<file path="src/rtl/wla_pkg.sv">
`default_nettype none

package wla_pkg;

    localparam int TAPS      = 11;
    localparam int AVG_BITS  = 22;
    localparam int FILL_BITS = 4;
    localparam int WGT_BITS  = 8;
    localparam int TOT_BITS  = 8;
    localparam int STEP_BITS = 3;

    localparam logic [FILL_BITS-1:0] LAST_POS  = 4'(TAPS - 1);
    localparam logic [FILL_BITS-1:0] FULL_FILL = 4'(TAPS);

    // datapath operations
    localparam logic [2:0] OP_NOP  = 3'd0;
    localparam logic [2:0] OP_IDLE = 3'd1;
    localparam logic [2:0] OP_READ = 3'd2;
    localparam logic [2:0] OP_MAC  = 3'd3;
    localparam logic [2:0] OP_ABS  = 3'd4;
    localparam logic [2:0] OP_DIV  = 3'd5;
    localparam logic [2:0] OP_DONE = 3'd6;

    // jump conditions
    localparam logic [2:0] COND_NONE      = 3'd0;
    localparam logic [2:0] COND_ALWAYS    = 3'd1;
    localparam logic [2:0] COND_NO_REQ    = 3'd2;
    localparam logic [2:0] COND_MORE_TAPS = 3'd3;
    localparam logic [2:0] COND_DIV_MORE  = 3'd4;
    localparam logic [2:0] COND_OUT_BUSY  = 3'd5;

    // program addresses
    localparam logic [STEP_BITS-1:0] STEP_IDLE = 3'd0;
    localparam logic [STEP_BITS-1:0] STEP_READ = 3'd1;
    localparam logic [STEP_BITS-1:0] STEP_MAC  = 3'd2;
    localparam logic [STEP_BITS-1:0] STEP_ABS  = 3'd3;
    localparam logic [STEP_BITS-1:0] STEP_DIV  = 3'd4;
    localparam logic [STEP_BITS-1:0] STEP_DONE = 3'd5;
    localparam logic [STEP_BITS-1:0] STEP_BACK = 3'd6;

    typedef struct packed {
        logic [2:0]           op;
        logic [2:0]           cond;
        logic [STEP_BITS-1:0] target;
    } ctrl_word_t;

    function automatic ctrl_word_t prog_rom(input logic [STEP_BITS-1:0] step);
        ctrl_word_t w;
        case (step)
            STEP_IDLE: w = '{op: OP_IDLE, cond: COND_NO_REQ,    target: STEP_IDLE};
            STEP_READ: w = '{op: OP_READ, cond: COND_NONE,      target: STEP_IDLE};
            STEP_MAC:  w = '{op: OP_MAC,  cond: COND_MORE_TAPS, target: STEP_MAC};
            STEP_ABS:  w = '{op: OP_ABS,  cond: COND_NONE,      target: STEP_IDLE};
            STEP_DIV:  w = '{op: OP_DIV,  cond: COND_DIV_MORE,  target: STEP_DIV};
            STEP_DONE: w = '{op: OP_DONE, cond: COND_OUT_BUSY,  target: STEP_DONE};
            default:   w = '{op: OP_NOP,  cond: COND_ALWAYS,    target: STEP_IDLE};
        endcase
        return w;
    endfunction

    // weight of tap k, newest sample first
    function automatic logic signed [WGT_BITS-1:0] tap_weight(input logic [FILL_BITS-1:0] k);
        logic signed [WGT_BITS-1:0] w;
        case (k)
            4'd0:    w = 8'sd60;
            4'd1:    w = 8'sd57;
            4'd2:    w = 8'sd47;
            4'd3:    w = 8'sd33;
            4'd4:    w = 8'sd18;
            4'd5:    w = 8'sd6;
            4'd6:    w = -8'sd2;
            4'd7:    w = -8'sd5;
            4'd8:    w = -8'sd5;
            4'd9:    w = -8'sd3;
            4'd10:   w = -8'sd1;
            default: w = 8'sd0;
        endcase
        return w;
    endfunction

endpackage

`default_nettype wire

</file>
<file path="src/rtl/weighted_latency_average.sv">
`default_nettype none

// Weighted moving average of latency samples over an eleven-entry ring. Each
// accepted request stores its sample, then a small microcoded sequencer runs one
// shared multiply-accumulate over the stored samples, newest first, one ring
// entry per cycle, and a restoring divider that produces one quotient bit per
// cycle divides by the sum of the weights used. The average truncates toward
// zero and fill_count tells how many samples went into it. From the accepted
// request until the sequencer is back in its idle step, further requests are
// stalled. The result sits in an output register, so the next request can be
// taken while that result is still stalled.
module weighted_latency_average #(
    parameter int SAMPLE_BITS = 20
) (
    input  wire                                clk,
    input  wire                                rst_n,
    input  wire                                sample_valid,
    output logic                               sample_stall,
    input  wire  [SAMPLE_BITS-1:0]             sample,
    output logic                               result_valid,
    input  wire                                result_stall,
    output logic signed [wla_pkg::AVG_BITS-1:0] average,
    output logic [wla_pkg::FILL_BITS-1:0]      fill_count
);
    import wla_pkg::*;

    localparam int ACC_W = SAMPLE_BITS + 9;
    localparam int DVD_W = SAMPLE_BITS + 8;
    localparam int DCW   = $clog2(DVD_W);
    localparam int RES_W = (DVD_W + 1 > AVG_BITS) ? DVD_W + 1 : AVG_BITS;

    logic [SAMPLE_BITS-1:0] mem [TAPS];

    logic [STEP_BITS-1:0]   step_reg, step_next;
    logic [FILL_BITS-1:0]   wp_reg, wp_next;
    logic [FILL_BITS-1:0]   count_reg, count_next;
    logic                   result_valid_reg, result_valid_next;

    logic [FILL_BITS-1:0]   rd_pos_reg, rd_pos_next;
    logic [FILL_BITS-1:0]   tap_cnt_reg, tap_cnt_next;
    logic [SAMPLE_BITS-1:0] rd_data_reg;
    logic signed [ACC_W-1:0] acc_reg, acc_next;
    logic [TOT_BITS-1:0]    total_reg, total_next;
    logic [DVD_W-1:0]       dvd_reg, dvd_next;
    logic [TOT_BITS-1:0]    rem_reg, rem_next;
    logic [DCW-1:0]         div_cnt_reg, div_cnt_next;
    logic                   neg_reg, neg_next;
    logic signed [AVG_BITS-1:0] average_reg, average_next;
    logic [FILL_BITS-1:0]   fill_reg, fill_next;

    ctrl_word_t              cw;
    logic                    accept;
    logic                    out_free;
    logic                    jump;
    logic [FILL_BITS-1:0]    pos_dec;
    logic signed [WGT_BITS-1:0] weight;
    logic signed [ACC_W-1:0] product;
    logic signed [ACC_W-1:0] acc_mag;
    logic [TOT_BITS:0]       rem_shift;
    logic                    rem_ge;
    logic [RES_W-1:0]        quot_ext;
    logic [RES_W-1:0]        result_signed;

    assign cw           = prog_rom(step_reg);
    assign sample_stall = (cw.op != OP_IDLE);
    assign accept       = sample_valid && !sample_stall;
    assign out_free     = !result_valid_reg || !result_stall;

    assign result_valid = result_valid_reg;
    assign average      = average_reg;
    assign fill_count   = fill_reg;

    assign pos_dec   = (rd_pos_reg == '0) ? LAST_POS : rd_pos_reg - 4'd1;
    assign weight    = tap_weight(tap_cnt_reg);
    assign product   = ACC_W'($signed({1'b0, rd_data_reg})) * ACC_W'(weight);
    assign acc_mag   = acc_reg[ACC_W-1] ? -acc_reg : acc_reg;
    assign rem_shift = {rem_reg, dvd_reg[DVD_W-1]};
    assign rem_ge    = (rem_shift >= {1'b0, total_reg});
    assign quot_ext  = RES_W'(dvd_reg);
    assign result_signed = neg_reg ? -quot_ext : quot_ext;

    always_comb
    begin
        case (cw.cond)
            COND_NONE:      jump = 1'b0;
            COND_ALWAYS:    jump = 1'b1;
            COND_NO_REQ:    jump = !sample_valid;
            COND_MORE_TAPS: jump = ((tap_cnt_reg + 4'd1) != count_reg);
            COND_DIV_MORE:  jump = (div_cnt_reg != '0);
            COND_OUT_BUSY:  jump = !out_free;
            default:        jump = 1'b0;
        endcase
        step_next = jump ? cw.target : step_reg + 3'd1;
    end

    always_comb
    begin
        wp_next           = wp_reg;
        count_next        = count_reg;
        result_valid_next = result_valid_reg && result_stall;
        rd_pos_next       = rd_pos_reg;
        tap_cnt_next      = tap_cnt_reg;
        acc_next          = acc_reg;
        total_next        = total_reg;
        dvd_next          = dvd_reg;
        rem_next          = rem_reg;
        div_cnt_next      = div_cnt_reg;
        neg_next          = neg_reg;
        average_next      = average_reg;
        fill_next         = fill_reg;
        case (cw.op)
            OP_IDLE:
            begin
                if (accept)
                begin
                    if (count_reg == '0)
                    begin
                        wp_next    = '0;
                        count_next = 4'd1;
                    end
                    else
                    begin
                        wp_next    = (wp_reg >= LAST_POS) ? '0 : wp_reg + 4'd1;
                        count_next = (count_reg < FULL_FILL) ? count_reg + 4'd1 : FULL_FILL;
                    end
                    rd_pos_next  = wp_next;
                    tap_cnt_next = '0;
                    acc_next     = '0;
                    total_next   = '0;
                end
            end
            OP_READ:
            begin
                rd_pos_next = pos_dec;
            end
            OP_MAC:
            begin
                acc_next     = acc_reg + product;
                total_next   = total_reg + TOT_BITS'(weight);
                tap_cnt_next = tap_cnt_reg + 4'd1;
                rd_pos_next  = pos_dec;
            end
            OP_ABS:
            begin
                neg_next     = acc_reg[ACC_W-1];
                dvd_next     = acc_mag[DVD_W-1:0];
                rem_next     = '0;
                div_cnt_next = DCW'(DVD_W - 1);
            end
            OP_DIV:
            begin
                rem_next     = rem_ge ? TOT_BITS'(rem_shift - {1'b0, total_reg})
                                      : rem_shift[TOT_BITS-1:0];
                dvd_next     = {dvd_reg[DVD_W-2:0], rem_ge};
                div_cnt_next = div_cnt_reg - 1'b1;
            end
            OP_DONE:
            begin
                if (out_free)
                begin
                    result_valid_next = 1'b1;
                    average_next      = result_signed[AVG_BITS-1:0];
                    fill_next         = count_reg;
                end
            end
            default:
            begin
            end
        endcase
    end

    always_ff @(posedge clk or negedge rst_n)
    begin
        if (!rst_n)
        begin
            step_reg         <= STEP_IDLE;
            wp_reg           <= '0;
            count_reg        <= '0;
            result_valid_reg <= 1'b0;
        end
        else
        begin
            step_reg         <= step_next;
            wp_reg           <= wp_next;
            count_reg        <= count_next;
            result_valid_reg <= result_valid_next;
        end
    end

    always_ff @(posedge clk)
    begin
        rd_pos_reg  <= rd_pos_next;
        tap_cnt_reg <= tap_cnt_next;
        acc_reg     <= acc_next;
        total_reg   <= total_next;
        dvd_reg     <= dvd_next;
        rem_reg     <= rem_next;
        div_cnt_reg <= div_cnt_next;
        neg_reg     <= neg_next;
        average_reg <= average_next;
        fill_reg    <= fill_next;
    end

    // ring storage, registered read
    always_ff @(posedge clk)
    begin
        if (accept)
        begin
            mem[wp_next] <= sample;
        end
        rd_data_reg <= mem[rd_pos_reg];
    end

    a_count_range: assert property (@(posedge clk) disable iff (!rst_n)
        (count_reg <= FULL_FILL) && (wp_reg <= LAST_POS))
        else $error("ring count or position out of range");

    a_mac_bound: assert property (@(posedge clk) disable iff (!rst_n)
        (cw.op == OP_MAC) |-> (tap_cnt_reg < count_reg))
        else $error("accumulate past the stored samples");

    a_valid_from_done: assert property (@(posedge clk) disable iff (!rst_n)
        $rose(result_valid_reg) |-> $past(cw.op == OP_DONE))
        else $error("result raised outside the done step");

    a_accept_clears: assert property (@(posedge clk) disable iff (!rst_n)
        accept |=> (acc_reg == '0) && (total_reg == '0) && (tap_cnt_reg == '0)
                   && (rd_pos_reg == wp_reg))
        else $error("accumulator not set up after a request");

    a_fill_range: assert property (@(posedge clk) disable iff (!rst_n)
        result_valid_reg |-> (fill_reg != '0) && (fill_reg <= FULL_FILL))
        else $error("fill count out of range");

endmodule

`default_nettype wire

</file>
<file path="config.mk">
export PLATFORM = sky130hd
export DESIGN_NAME = weighted_latency_average
export DESIGN_NICKNAME = d
export VERILOG_FILES = /design/src/rtl/wla_pkg.sv /design/src/rtl/weighted_latency_average.sv
export SDC_FILE = /design/constraint.sdc
export NUM_CORES = 1
export LEC_CHECK = 0
export ABC_AREA = 1
export BUFFER_PORTS_ARGS = -buffer_cell sky130_fd_sc_hd__buf_2
export CAP_MARGIN = 10
export CORE_ASPECT_RATIO = 0.6
export CORE_UTILIZATION = 51
export CTS_BUF_LIST = sky130_fd_sc_hd__clkbuf_4 sky130_fd_sc_hd__clkbuf_8
export DETAILED_ROUTE_END_ITERATION = 12
export HOLD_SLACK_MARGIN = 0.03
export PLACE_DENSITY_LB_ADDON = 0.05
export SETUP_SLACK_MARGIN = 0.1
export SLEW_MARGIN = 10
export SYNTH_ARGS = -nofsm -noshare
export SYNTH_HDL_FRONTEND = slang
export SYNTH_SLANG_ARGS = --single-unit
</file>
<file path="constraint.sdc">
create_clock -name clk -period 8.6 [get_ports clk]
set_input_delay 1.72 -clock clk [delete_from_list [all_inputs] [get_ports clk]]
set_output_delay 1.72 -clock clk [all_outputs]
set_load 0.005 [all_outputs]
</file>
==> impl_metrics.tcl, run 1 <==
set metrics [dict create \
    setup_viol 0 \
    start_util_pct 51.7 \
    yosys_register_bits 372 \
    path_clk_slew_ns 0.07 \
    cts_setup_buffers 0 \
    h-tree-depth 2 \
    path_max_fanout 21 \
    die_w_um 277 \
    worstPathRequired_ns 8.97 \
    highest_layer "met4" \
    ys_seq_area_share_pct 46.9 \
    cap_violations 0 \
    grt_max_degree 83 \
    wl_met3_um 4110 \
    cts_resized 0 \
    worstPathArrival_ns 5.89 \
    hold_viol_final 0 \
    tightest_slew_ns 1.07 \
    startpoint_type "flop" \
    grt_pass1_vias 15800 \
    syn_to_final_growth_pct 8.35 \
    syn_inst 2470 \
    antenna_cells 0 \
    critical_path_class "reg -> reg" \
    worst_skew_pair.late_latency_ns 0.64 \
    grt_pass1_wl_um 88400 \
    grtUsageTotal_pct 24.2 \
    netlist.area_leader.share_pct 43.2 \
    synth_common_cells "nand2_1, inv_1, edfxtp_1" \
    yosysTopAreaCell "edfxtp_1" \
    largest_reg_flops 220 \
    wl_met1_um 28200 \
    min_path_type "reg -> reg" \
    instances_no_fill 3136 \
    antenna_found_initial 0 \
    setup_tns_ns 0 \
    synth_edf_count 333 \
    slew_headroom_pct 28.3 \
    root_buffer "clkbuf_8" \
    grt-ovfl-total 0 \
    die_h_um 167 \
    syn-cell-area_sq_um 23100 \
    drt_wl_total_um 54700 \
    cp_slowest_cell "dfxtp_1" \
    place_inst 3032 \
    finClkSkew_ns 0.0270 \
    synth.avg_cell_area_sq_um 9.36 \
    synth_nets 2739 \
    dr.pass1.iters 7 \
    core_sq_um 44700 \
    path_delay_family "adder cells" \
    drc 0 \
    clock-sinks 372 \
    rsz0062_at_grt "false" \
    ys_async_sr_fraction_pct 3.23 \
    finalCriticalPeriod_ns 5.52 \
    synth_warnings 0 \
    wl_per_cell_um 17.4 \
    cts.path.max_buffers 3 \
    fin_crit_sh_pct 64.2 \
    crit_path_end_kind "flop" \
    first_iter_violations 1565 \
    cts_hold_buf 0 \
    place_area_sq_um 23900 \
    fmax_mhz 181 \
    cts_tree "yes" \
    cts_buffers 56 \
    wl_met2_um 21600 \
    drv_slew 0 \
    antenna_left 0 \
    finalInstanceArea_sq_um 25100 \
    critPathBufInv 1 \
    slowest_delay_ns 1.02 \
    rows 60 \
    cp_cell_sequence "nand2_1, fa_1, fa_1, inv_1, fa_1, fa_1, fa_1, ha_1, nand2_1, nor2_1, nand2_1, nand3_1, nand3_1, nand2_1, nand2_1, nor3b_1" \
    nets 2770 \
    synth_cell_type_count 51 \
    place.gp.congestion 0.942 \
    netlist_top_cells_area "edfxtp_1, fa_1, nand2_1" \
    die_area_sq_um 46200 \
    ys.flop_type "edfxtp_1" \
    routed-via-count 16600 \
    outcome "finished, final reports clean" \
    whs_ns 0.499 \
    yosys.cell_count.top_type "nand2_1" \
    hpwlAfterDp_um 38200 \
    portBuffers 51 \
    layout-drive-gt1-share_pct 8.87 \
    io_pins 52 \
    drt-vias-per-instance 5.30 \
]
==> metrics by stage <==
| stage | util [%] | setup WS [ns] |
|---|---|---|
| floorplan | - | 3.60 |
| global placement | 53.4 | 3.24 |
| detailed placement | 53.4 | 3.20 |
| CTS | 56.0 | 3.16 |
| global route | 56.0 | 2.74 |
| finish | 56.0 | 3.08 |
==> kinds of logic after synthesis <==
logic type                 share of synthesized area [%]
and+or+nand+nor                                     18.1
buffers and inverters                               8.29
adders and majority gates                           17.7
AOI/OAI and AO/OA                                   7.60
DFF                                                 46.9
xor gates and xnor gates                            1.48
==> tightest hold or removal path, cell delays in order, from the launching register on <==
cell and delay (ns):
edfxtp_1 0.32, o211ai_1 0.07, o21ai_0 0.07
==> cell type report <==
type	instances	area, sq um
fillers	3911	19700
flip-flops and latches	372	10800
multi-input cells	1603	10400
inverters	395	1480
clock buffers	84	1030
well taps	589	737
repair buffers	73	420
clock inverters	20	138
==> final timing paths <==
kind,startpoint,to,slack (ns),cells after the start
hold / removal,mem[10][18]$_DFFE_PP_,rd_data_reg[18]$_DFF_P_,0.50,2
hold reg to reg,mem[10][18]$_DFFE_PP_,rd_data_reg[18]$_DFF_P_,0.50,2
setup / recovery,weight[5]$_DFF_P_,acc_reg[18]$_SDFFCE_PN0P_,3.08,16
min in group asynchronous,rst_n,wp_reg[0]$_DFF_PN0_,0.95,1
max in group asynchronous,rst_n,step_reg[1]$_DFF_PN0_,7.41,1
setup reg to reg,weight[5]$_DFF_P_,acc_reg[18]$_SDFFCE_PN0P_,3.08,16
==> layer usage <==
metal | vias up | global-route usage (%)
met1 | 7931 | 39.9
li1 | 8072 | -
met3 | 61 | 4.32
met4 | 0 | 4.73
met2 | 542 | 32.8
met5 | - | 0
==> placed cells by master (no fill, tap or decap), types with 30 or more instances in the layout <==
cell type	netlist	layout
nor2_1	249	238
ha_1	108	108
a21oi_1	48	48
clkbuf_8	0	64
nand2_1	561	561
edfxtp_1	333	333
xor2_1	30	30
nand3_1	132	132
fa_1	137	137
inv_1	386	386
o21ai_0	168	168
buf_2	18	51
Power of run 1 is left out: the tool's default activity adds up to more than one toggle a clock period on the data nets, which glitch-free logic cannot reach.
==> run 2, diff against run 1 <==
--- a/config.mk
+++ b/config.mk
@@ -5,7 +5,7 @@
 export SDC_FILE = /design/constraint.sdc
 export NUM_CORES = 1
 export LEC_CHECK = 0
-export ABC_AREA = 1
+export ABC_AREA = 0
 export BUFFER_PORTS_ARGS = -buffer_cell sky130_fd_sc_hd__buf_2
 export CAP_MARGIN = 10
 export CORE_ASPECT_RATIO = 0.6
==> constraint.sdc (replaced) <==
create_clock -name clk -period 5.2 [get_ports clk]
set_input_delay 1.04 -clock clk [delete_from_list [all_inputs] [get_ports clk]]
set_output_delay 1.04 -clock clk [all_outputs]
set_load 0.005 [all_outputs]
==> impl_metrics.tcl, run 2 <==
set metrics [dict create \
    outcome "finished, final reports clean" \
    path_max_fanout 5 \
    path_clk_slew_ns 0.06 \
    worstPathRequired_ns 5.56 \
    die_area_sq_um 44000 \
    die_h_um 163 \
    path_delay_family "adder cells" \
    ys_seq_area_share_pct 49.3 \
    syn_to_final_growth_pct 14.4 \
    crit_top_cell "fa_1" \
    synth_nets 1994 \
    cts_buffers 56 \
    critical_path_class "reg -> reg" \
    fmax_mhz 201 \
    portBuffers 51 \
    synth_edf_count 333 \
    yosys_register_bits 372 \
    fin_util_pct 59.6 \
    tightest_slew_ns 1.20 \
    cp_slowest_cell "fa_1" \
    syn_inst 1725 \
    wl_per_cell_um 20.2 \
    cts_tree "yes" \
    rows 58 \
    fin_crit_sh_pct 95.9 \
    root_buffer "clkbuf_8" \
    startpoint_type "flop" \
    final_common_cell "edfxtp_1" \
    clock-sinks 372 \
    setup_tns_ns 0 \
    syn-cell-area_sq_um 22000 \
    place.gp.congestion 0.851 \
    synth_common_cells "edfxtp_1, inv_1, nand2_1" \
    antenna_left 0 \
    reg2reg_from "weight[6]$_DFF_P_" \
    grt_pass1_wl_um 78700 \
    drt-vias-per-instance 5.55 \
    synth_cell_type_count 64 \
    netlist.area_leader.share_pct 45.4 \
    grt-ovfl-total 0 \
    dr.pass1.iters 5 \
    start_util_pct 52.1 \
    ff2ff_setup_slack_ns 0.21 \
    drc 0 \
    h-tree-depth 2 \
    ys.flop_type "edfxtp_1" \
    routed-via-count 13700 \
    critPathBufInv 2 \
    cap_violations 0 \
    die_w_um 270 \
    ys_async_sr_fraction_pct 3.23 \
    yosys.cell_count.top_type "edfxtp_1" \
    setup_viol 0 \
    cts_hold_buf 0 \
    slowest_delay_ns 0.54 \
    antenna_cells 0 \
    startpoint "weight[6]$_DFF_P_" \
    crit_path_end_kind "flop" \
    hold_viol_final 0 \
    synth_warnings 0 \
    rsz0062_at_grt "true" \
    slew_headroom_pct 19.9 \
    io_pins 52 \
    nets 2131 \
    core_sq_um 42200 \
    worstPathArrival_ns 5.34 \
    worst_skew_pair.late_latency_ns 0.63 \
    first_iter_violations 999 \
    synth.avg_cell_area_sq_um 12.8 \
    instances_no_fill 2477 \
    netlist_top_cells_area "edfxtp_1, fa_1, ha_1" \
    grt_max_degree 64 \
    grt_pass1_vias 14000 \
    layout-drive-gt1-share_pct 22.5 \
    finClkSkew_ns 0.0286 \
    finalCriticalPeriod_ns 4.99 \
    cp_cell_sequence "buf_12, nand2b_4, fa_1, fa_1, inv_2, fa_1, fa_1, fa_1, ha_4, o21a_1, o31a_1, o31a_1, a221o_2, a31oi_4, o211ai_1" \
    hpwlAfterDp_um 34400 \
    yosysTopAreaCell "edfxtp_1" \
    drv_slew 0 \
    drt_wl_total_um 50000 \
    largest_reg_flops 220 \
    layout_common_cells "edfxtp_1, inv_1, nand2_1, fa_1, ha_1" \
    antenna_found_initial 1 \
    place_inst 2359 \
    cts.path.max_buffers 3 \
    grtUsageTotal_pct 23.1 \
    min_path_type "in -> async" \
]
[run 2: changes by cell type in the layout (fill, tap and decap cells not counted), moves of 83 or more]
cell and change:
o21ai_0 -110, nand2_1 -419, nor2_1 -149, inv_1 -206, and2_1 +83, nand3_1 -111
[run 2: logic make-up after synthesis]
| logic type | synth area share (%) |
|---|---|
| simple gates | 10.4 |
| flops | 49.3 |
| buf+inv | 4.19 |
| fa+ha+maj | 18.6 |
| compound gates | 6.36 |
| mux | 7.99 |
| xor+xnor | 3.22 |
[run 2: routing by layer]
layer  track usage [%]  vias up  wire, um
met5                 0        -         0
met4              4.85        0       657
met3              4.26       56      3120
met2              33.0      349     20800
met1              36.7     6978     25400
li1                  -     6364         -
[run 2: layout make-up]
type | count | area (sq um)
Clock inverter | 15 | 80.1
Multi-Input combinational cell | 1108 | 10700
Sequential cell | 372 | 10900
Clock buffer | 88 | 1050
Fill cell | 3397 | 17100
Inverter | 186 | 698
Timing Repair Buffer | 138 | 1060
Tap cell | 570 | 713
[run 2: what timing repair did]
action | CTS | global route
pin swaps | 4 | 44
hold endpoints to repair | 0 | 0
setup endpoints to repair | 5 | 14
setup buffers | 1 | 9
gates cloned | 0 | 5
gates resized for setup | 6 | 119
[run 2: stage by stage]
step                      setup slack [ns]  area (sq um)  hold WS [ns]
after floorplan                      0.134         22000         0.494
after global placement               0.101         23400         0.519
after detailed placement            0.0571         23400         0.535
after CTS                            0.108         24600         0.265
after global routing                0.0226         25200         0.274
final                                0.214         25200         0.282
[run 2: worst paths after layout]
path | end | cells after the start
worst max-delay path | acc_reg[26]$_SDFFCE_PN0P_ | 15
worst min-delay path | step_reg[1]$_DFF_PN0_ | 1
worst max register to register | acc_reg[26]$_SDFFCE_PN0P_ | 15
worst min register to register | fill_count[0]$_DFFE_PP_ | 0
max in group asynchronous | wp_reg[1]$_DFF_PN0_ | 1
min in group clk | fill_count[0]$_DFFE_PP_ | 0
Power of run 2 is left out for the same reason.
